==> src/hdl/tsa_pkg.sv <==
package tsa_pkg;

  localparam int unsigned StackSlots = 256;
  localparam int unsigned PtrW = $clog2(StackSlots);
  localparam int unsigned CntW = $clog2(StackSlots + 1);

  localparam logic [7:0] TagUint = 8'h04;
  localparam logic [7:0] TagInt  = 8'h02;
  localparam logic [7:0] TagBool = 8'h06;
  localparam logic [7:0] TagByte = 8'h03;

  localparam logic [1:0] StOk    = 2'd0;
  localparam logic [1:0] StDiv0  = 2'd1;
  localparam logic [1:0] StUnder = 2'd2;
  localparam logic [1:0] StOver  = 2'd3;

  localparam logic [5:0] ActUAdd = 6'd0;
  localparam logic [5:0] ActUSub = 6'd1;
  localparam logic [5:0] ActUMul = 6'd2;
  localparam logic [5:0] ActUDiv = 6'd3;
  localparam logic [5:0] ActUMod = 6'd4;
  localparam logic [5:0] ActSAdd = 6'd5;
  localparam logic [5:0] ActSSub = 6'd6;
  localparam logic [5:0] ActSMul = 6'd7;
  localparam logic [5:0] ActSDiv = 6'd8;
  localparam logic [5:0] ActSMod = 6'd9;
  localparam logic [5:0] ActULt  = 6'd10;
  localparam logic [5:0] ActULe  = 6'd11;
  localparam logic [5:0] ActUGt  = 6'd12;
  localparam logic [5:0] ActUGe  = 6'd13;
  localparam logic [5:0] ActSLt  = 6'd14;
  localparam logic [5:0] ActSLe  = 6'd15;
  localparam logic [5:0] ActSGt  = 6'd16;
  localparam logic [5:0] ActSGe  = 6'd17;
  localparam logic [5:0] ActEq   = 6'd18;
  localparam logic [5:0] ActNe   = 6'd19;
  localparam logic [5:0] ActBAnd = 6'd20;
  localparam logic [5:0] ActBOr  = 6'd21;
  localparam logic [5:0] ActBNot = 6'd22;
  localparam logic [5:0] ActAnd  = 6'd23;
  localparam logic [5:0] ActOr   = 6'd24;
  localparam logic [5:0] ActXor  = 6'd25;
  localparam logic [5:0] ActNot  = 6'd26;
  localparam logic [5:0] ActShl  = 6'd27;
  localparam logic [5:0] ActShr  = 6'd28;
  localparam logic [5:0] ActPsh0 = 6'd29;
  localparam logic [5:0] ActPsh1 = 6'd30;
  localparam logic [5:0] ActPshI = 6'd31;
  localparam logic [5:0] ActPsh2 = 6'd32;
  localparam logic [5:0] ActAddI = 6'd33;
  localparam logic [5:0] ActSubI = 6'd34;
  localparam logic [5:0] ActCast = 6'd35;
  localparam logic [5:0] ActLeI  = 6'd36;

  typedef struct packed {
    logic [5:0] action;
    logic [7:0] imm_first;
    logic [7:0] imm_second;
  } in_item_t;

  typedef struct packed {
    logic [15:0] top_value;
    logic [7:0]  top_type;
    logic [8:0]  stack_depth;
    logic [1:0]  status;
  } out_item_t;

  typedef enum logic [2:0] {
    S_IDLE, S_READ, S_EXEC, S_DIV, S_PUSH2, S_RDTOP, S_OUT
  } state_e;

  // controller -> datapath
  typedef struct packed {
    logic load;      // latch input item
    logic rd_ops;    // read top and next
    logic exec;      // compute and commit
    logic div_step;  // one divider iteration
    logic div_done;  // commit divider result
    logic push2;     // second push of two-byte push
    logic rd_top;    // read new top for output
    logic fin;       // capture output
  } ctrl_t;

  // datapath -> controller
  typedef struct packed {
    logic is_div;
    logic div0;
    logic div_last;
    logic two_push;
  } stat_t;

endpackage

==> src/hdl/tsa_ctrl.sv <==
module tsa_ctrl (
  input  logic            clk_i,
  input  logic            rst_ni,
  input  logic            in_valid_i,
  output logic            in_ready_o,
  output logic            out_valid_o,
  input  logic            out_ready_i,
  input  tsa_pkg::stat_t  stat_i,
  output tsa_pkg::ctrl_t  ctrl_o
);

  tsa_pkg::state_e state_q, state_d;

  always_ff @(posedge clk_i or negedge rst_ni) begin
    if (!rst_ni) begin
      state_q <= tsa_pkg::S_IDLE;
    end else begin
      state_q <= state_d;
    end
  end

  always_comb begin
    state_d = state_q;
    unique case (state_q)
      tsa_pkg::S_IDLE:  if (in_valid_i) state_d = tsa_pkg::S_READ;
      tsa_pkg::S_READ:  state_d = tsa_pkg::S_EXEC;
      tsa_pkg::S_EXEC: begin
        if (stat_i.is_div && !stat_i.div0) state_d = tsa_pkg::S_DIV;
        else if (stat_i.two_push) state_d = tsa_pkg::S_PUSH2;
        else state_d = tsa_pkg::S_RDTOP;
      end
      tsa_pkg::S_DIV:   if (stat_i.div_last) state_d = tsa_pkg::S_RDTOP;
      tsa_pkg::S_PUSH2: state_d = tsa_pkg::S_RDTOP;
      tsa_pkg::S_RDTOP: state_d = tsa_pkg::S_OUT;
      tsa_pkg::S_OUT:   if (out_ready_i) state_d = tsa_pkg::S_IDLE;
      default:          state_d = tsa_pkg::S_IDLE;
    endcase
  end

  always_comb begin
    ctrl_o      = '0;
    in_ready_o  = 1'b0;
    out_valid_o = 1'b0;
    unique case (state_q)
      tsa_pkg::S_IDLE: begin
        in_ready_o  = 1'b1;
        ctrl_o.load = in_valid_i;
      end
      tsa_pkg::S_READ:  ctrl_o.rd_ops = 1'b1;
      tsa_pkg::S_EXEC:  ctrl_o.exec = 1'b1;
      tsa_pkg::S_DIV: begin
        ctrl_o.div_step = 1'b1;
        ctrl_o.div_done = stat_i.div_last;
      end
      tsa_pkg::S_PUSH2: ctrl_o.push2 = 1'b1;
      tsa_pkg::S_RDTOP: ctrl_o.rd_top = 1'b1;
      tsa_pkg::S_OUT:   out_valid_o = 1'b1;
      default: ;
    endcase
    ctrl_o.fin = (state_q == tsa_pkg::S_RDTOP);
  end

endmodule

==> config.mk <==
export PLATFORM = sky130hd
export DESIGN_NAME = tsa_ctrl
export DESIGN_NICKNAME = d
export VERILOG_FILES = /design/src/hdl/tsa_pkg.sv /design/src/hdl/tsa_ctrl.sv
export SDC_FILE = /design/constraint.sdc
export NUM_CORES = 1
export LEC_CHECK = 0
export BUFFER_PORTS_ARGS = -buffer_cell sky130_fd_sc_hd__buf_2
export CAP_MARGIN = 20
export CORE_AREA = 2 2 39 41
export DETAILED_ROUTE_END_ITERATION = 16
export DIE_AREA = 0 0 41 43
export MAX_ROUTING_LAYER = met4
export PLACE_DENSITY = 0.55
export SYNTH_ARGS = -nofsm -noshare
export SYNTH_HDL_FRONTEND = slang
export SYNTH_SLANG_ARGS = --single-unit
==> constraint.sdc <==
create_clock -name clk_i -period 1.2 [get_ports clk_i]
set_input_delay 0.18 -clock clk_i [delete_from_list [all_inputs] [get_ports clk_i]]
set_output_delay 0.18 -clock clk_i [all_outputs]
set_load 0.1 [all_outputs]
Word level (Yosys, flattened, before mapping)
Index checks and enable logic that the tools add are counted.
Storage, ports and cells
  register bits: 3
  bits of input ports: 8
  output and inout port bits: 10
Cells by class
  eq/ne operators: 9
  mux-type cells: 14
  reduce and logical (&&, ||, !) cells: 4
Operators by type and width (number)
  3-bit one-hot mux with 7 select lines: 1
  3-bit 2-to-1 mux: 4
  3-bit equality test (second input constant): 3
  1-bit 2-to-1 mux: 8
  3-bit by 2-bit equality test with 1-bit output (second input constant): 2
  2-bit inequality test (second input constant): 3
  3-bit by 1-bit equality test with 1-bit output (second input constant): 1
  3-bit logical NOT: 1
  3-bit AND reduction: 1
  2-bit 2-to-1 mux: 1
  1-bit logical AND: 1
  1-bit logical NOT: 1

Depth between registers and ports, before layout
  depth after elaboration: 4
  depth in mapped cells: 4

Worst setup path before layout
Ideal clock, no wire load.
  kind: reg2out
  start: register state_q[1]
  end: output ctrl_o[1] in the netlist's numbering
  data arrival time: 3.378 ns
  required time: 1.020 ns
  setup slack: -2.358 ns
  cell stages (with the launch flop): 4
  path through: dfrtp_1 buf_4 nor3b_1 buf_4
RTL lines
  start: declaration: line tsa_ctrl.sv:12  | tsa_pkg::state_e state_q, state_d;
  start signal: assignment: line tsa_ctrl.sv:16  | state_q <= tsa_pkg::S_IDLE;
  start signal: assignment: line tsa_ctrl.sv:18  | state_q <= state_d;
  end: declaration: line tsa_ctrl.sv:9  | output tsa_pkg::ctrl_t ctrl_o

==> out/results.tsv <==
metric	value	unit
start_util	19.9	%
rsz0062_at_grt	true	
cts_tree	yes	
synthDistinctLibCells	22	
area_delta_synth_final	149	%
seq_area_frac_synth	27.3	%
first_pass_iters	2	
grt_pass1_vias	356	
cp-start-kind	flop	
cp_max_fo	7	
critPathRequiredTime	1.02	ns
clk_pin_slew	0.04	ns
hold_class	input port to async pin	
cts-root-buf	clkbuf_4	
n_antenna_cell	0	
cts_buffer_depth	2	
post-route-min-period	1.49	ns
portBuffers	17	
period_share	124	%
max-slew-margin-rel	81.8	%
postLayoutCoreUtil	49.5	%
cpMaxStageDelayCell	dfrtp_2	
reg_top3	state_q x3	
grt-ovfl-total	0	
track_usage	12.6	%
cts_made_buffers	3	
antenna_found_initial	0	
fmax	670	MHz
die_h	43	µm
largest_register	state_q	
path_buf_inv	1	
io-pin-count	18	
gp_congestion	0.828	
yosys_warnings	0	
n_fill_cell	123	
clkSinkCount	3	
hpwl	670	µm
drtIter0Drc	4	
drv_cap	0	
finalSetupViolations	10	
drt-total-wl	810	µm
chipWidth	41	µm
status	finished with violations	
htree_levels	1	
drt-wirelength-per-cell	10.4	µm
end_kind	output pin	
cpLargestDelayFamily	flip-flops	
slew_viol_final	0	
num-nets-final	71	
hold_viol_final	0	
worst_slack	-0.293	ns
synth_cells	32	
worstSkewPairLatency	0.24	ns
max_stage_delay	0.45	ns
vias	347	
rows	14	
grt_max_degree	8	
die_area	0.00176	mm²
grt_pass1_wl	1370	µm
violations	setup timing	
syn_area	275	µm²
ys_ff_latch	3	
syn_nets	40	
drive_gt1_share	74.2	%
clock_skew	0.00253	ns
worstPathCellList	and2b_2, and3_4, buf_12	
tightest_slew	0.273	ns
drc	0	
syn_avg_cell_area	8.60	µm²
coreArea	0.00138	mm²
largest_reg_flops	3	
cp.arrival	1.31	ns
ant_nets	0	
vias_per_cell	4.45	
worst-setup-path-type	flop to output pin	
final timing paths:
path                             start          to  depth (start not counted)  slack [ns]
setup / recovery            state_q[2]   ctrl_o[3]                          3       -0.29
hold / removal                  rst_ni  state_q[2]                          2        0.26
setup reg to reg            state_q[2]  state_q[2]                          3        0.05
hold reg to reg             state_q[1]  state_q[0]                          2        0.69
max in group asynchronous       rst_ni  state_q[2]                          2        0.82
min in group clk_i         out_ready_i  state_q[1]                          3        0.27
final cells by class:
class	instances	area [µm²]	area share [%]
clock buffer	4	26.3	3.84
multi-input combinational	23	208	30.3
tap	16	20.0	2.93
inverter	2	7.51	1.10
sequential	3	76.3	11.2
timing repair buffer	30	347	50.6
kinds of logic after synthesis:
logic type      after synthesis  synth area share [%]
flops                         3                  27.3
compound gates                7                  18.6
buf+inv                       6                  15.0
simple gates                 16                  39.1
what timing repair did:
action	4_1_cts	5_1_grt
setup buffers	1	2
resized for setup	3	2
hold buffers	1	0
endpoints found under the setup margin	11	11
hold endpoints to repair	3	0
pin swaps	3	1
cell usage after synthesis:
cell type,instances,area share [%]
and2b_1,1,2.7
inv_1,1,1.4
dfrtp_1,3,27
buf_4,3,8.2
buf_6,1,4.1
a21o_1,1,2.7
a22o_1,1,3.2
nand2_2,1,2.3
inv_2,1,1.4
or3_1,1,2.3
and2_1,3,6.8
nor3_1,2,3.6
o21ai_0,1,1.8
nor2_1,2,2.7
nand2b_1,1,2.3
nor3_2,1,3.6
nor3b_1,2,5.5
nor2b_4,1,5.0
a41oi_1,1,3.2
a31oi_1,2,4.5
and3_1,1,2.3
o221ai_1,1,3.2
metrics by stage:
step                cells  setup TNS (ns)  cell area (µm²)  setup WS [ns]  hold WS, ns
global placement       70          -0.301              612        -0.0963      -0.0237
global route           78           -3.04              684         -0.335        0.269
finish                 78           -2.49              684         -0.293        0.260
floorplan              32           -3.84              330         -0.781       -0.116
CTS                    76           -2.61              662         -0.307        0.260
detailed placement     70          -0.438              612         -0.122      -0.0211
cell usage in the layout (no fill, tap or decap), types with 2 or more instances in the layout:
cell type	synthesis	final
clkbuf_4	0	3
buf_4	3	9
buf_12	0	10
and2_4	0	3
buf_6	1	3
buf_2	0	7
a31oi_1	2	2
dfrtp_1	3	2
routing by layer:
| layer | global-route usage (%) | vias to the layer above | part of all wire [%] | routed length, µm |
|---|---|---|---|---|
| li1 | - | 172 | - | - |
| met1 | 10.9 | 157 | 38 | 311 |
| met2 | 19.1 | 15 | 52 | 420 |
| met3 | 4.71 | 3 | 6.7 | 54 |
| met4 | 12.0 | 0 | 2.8 | 23 |
| met5 | - | - | 0 | 0 |
Power is not shown: default switching activity piles up to over one toggle a cycle in this logic, so the estimate is an artifact.
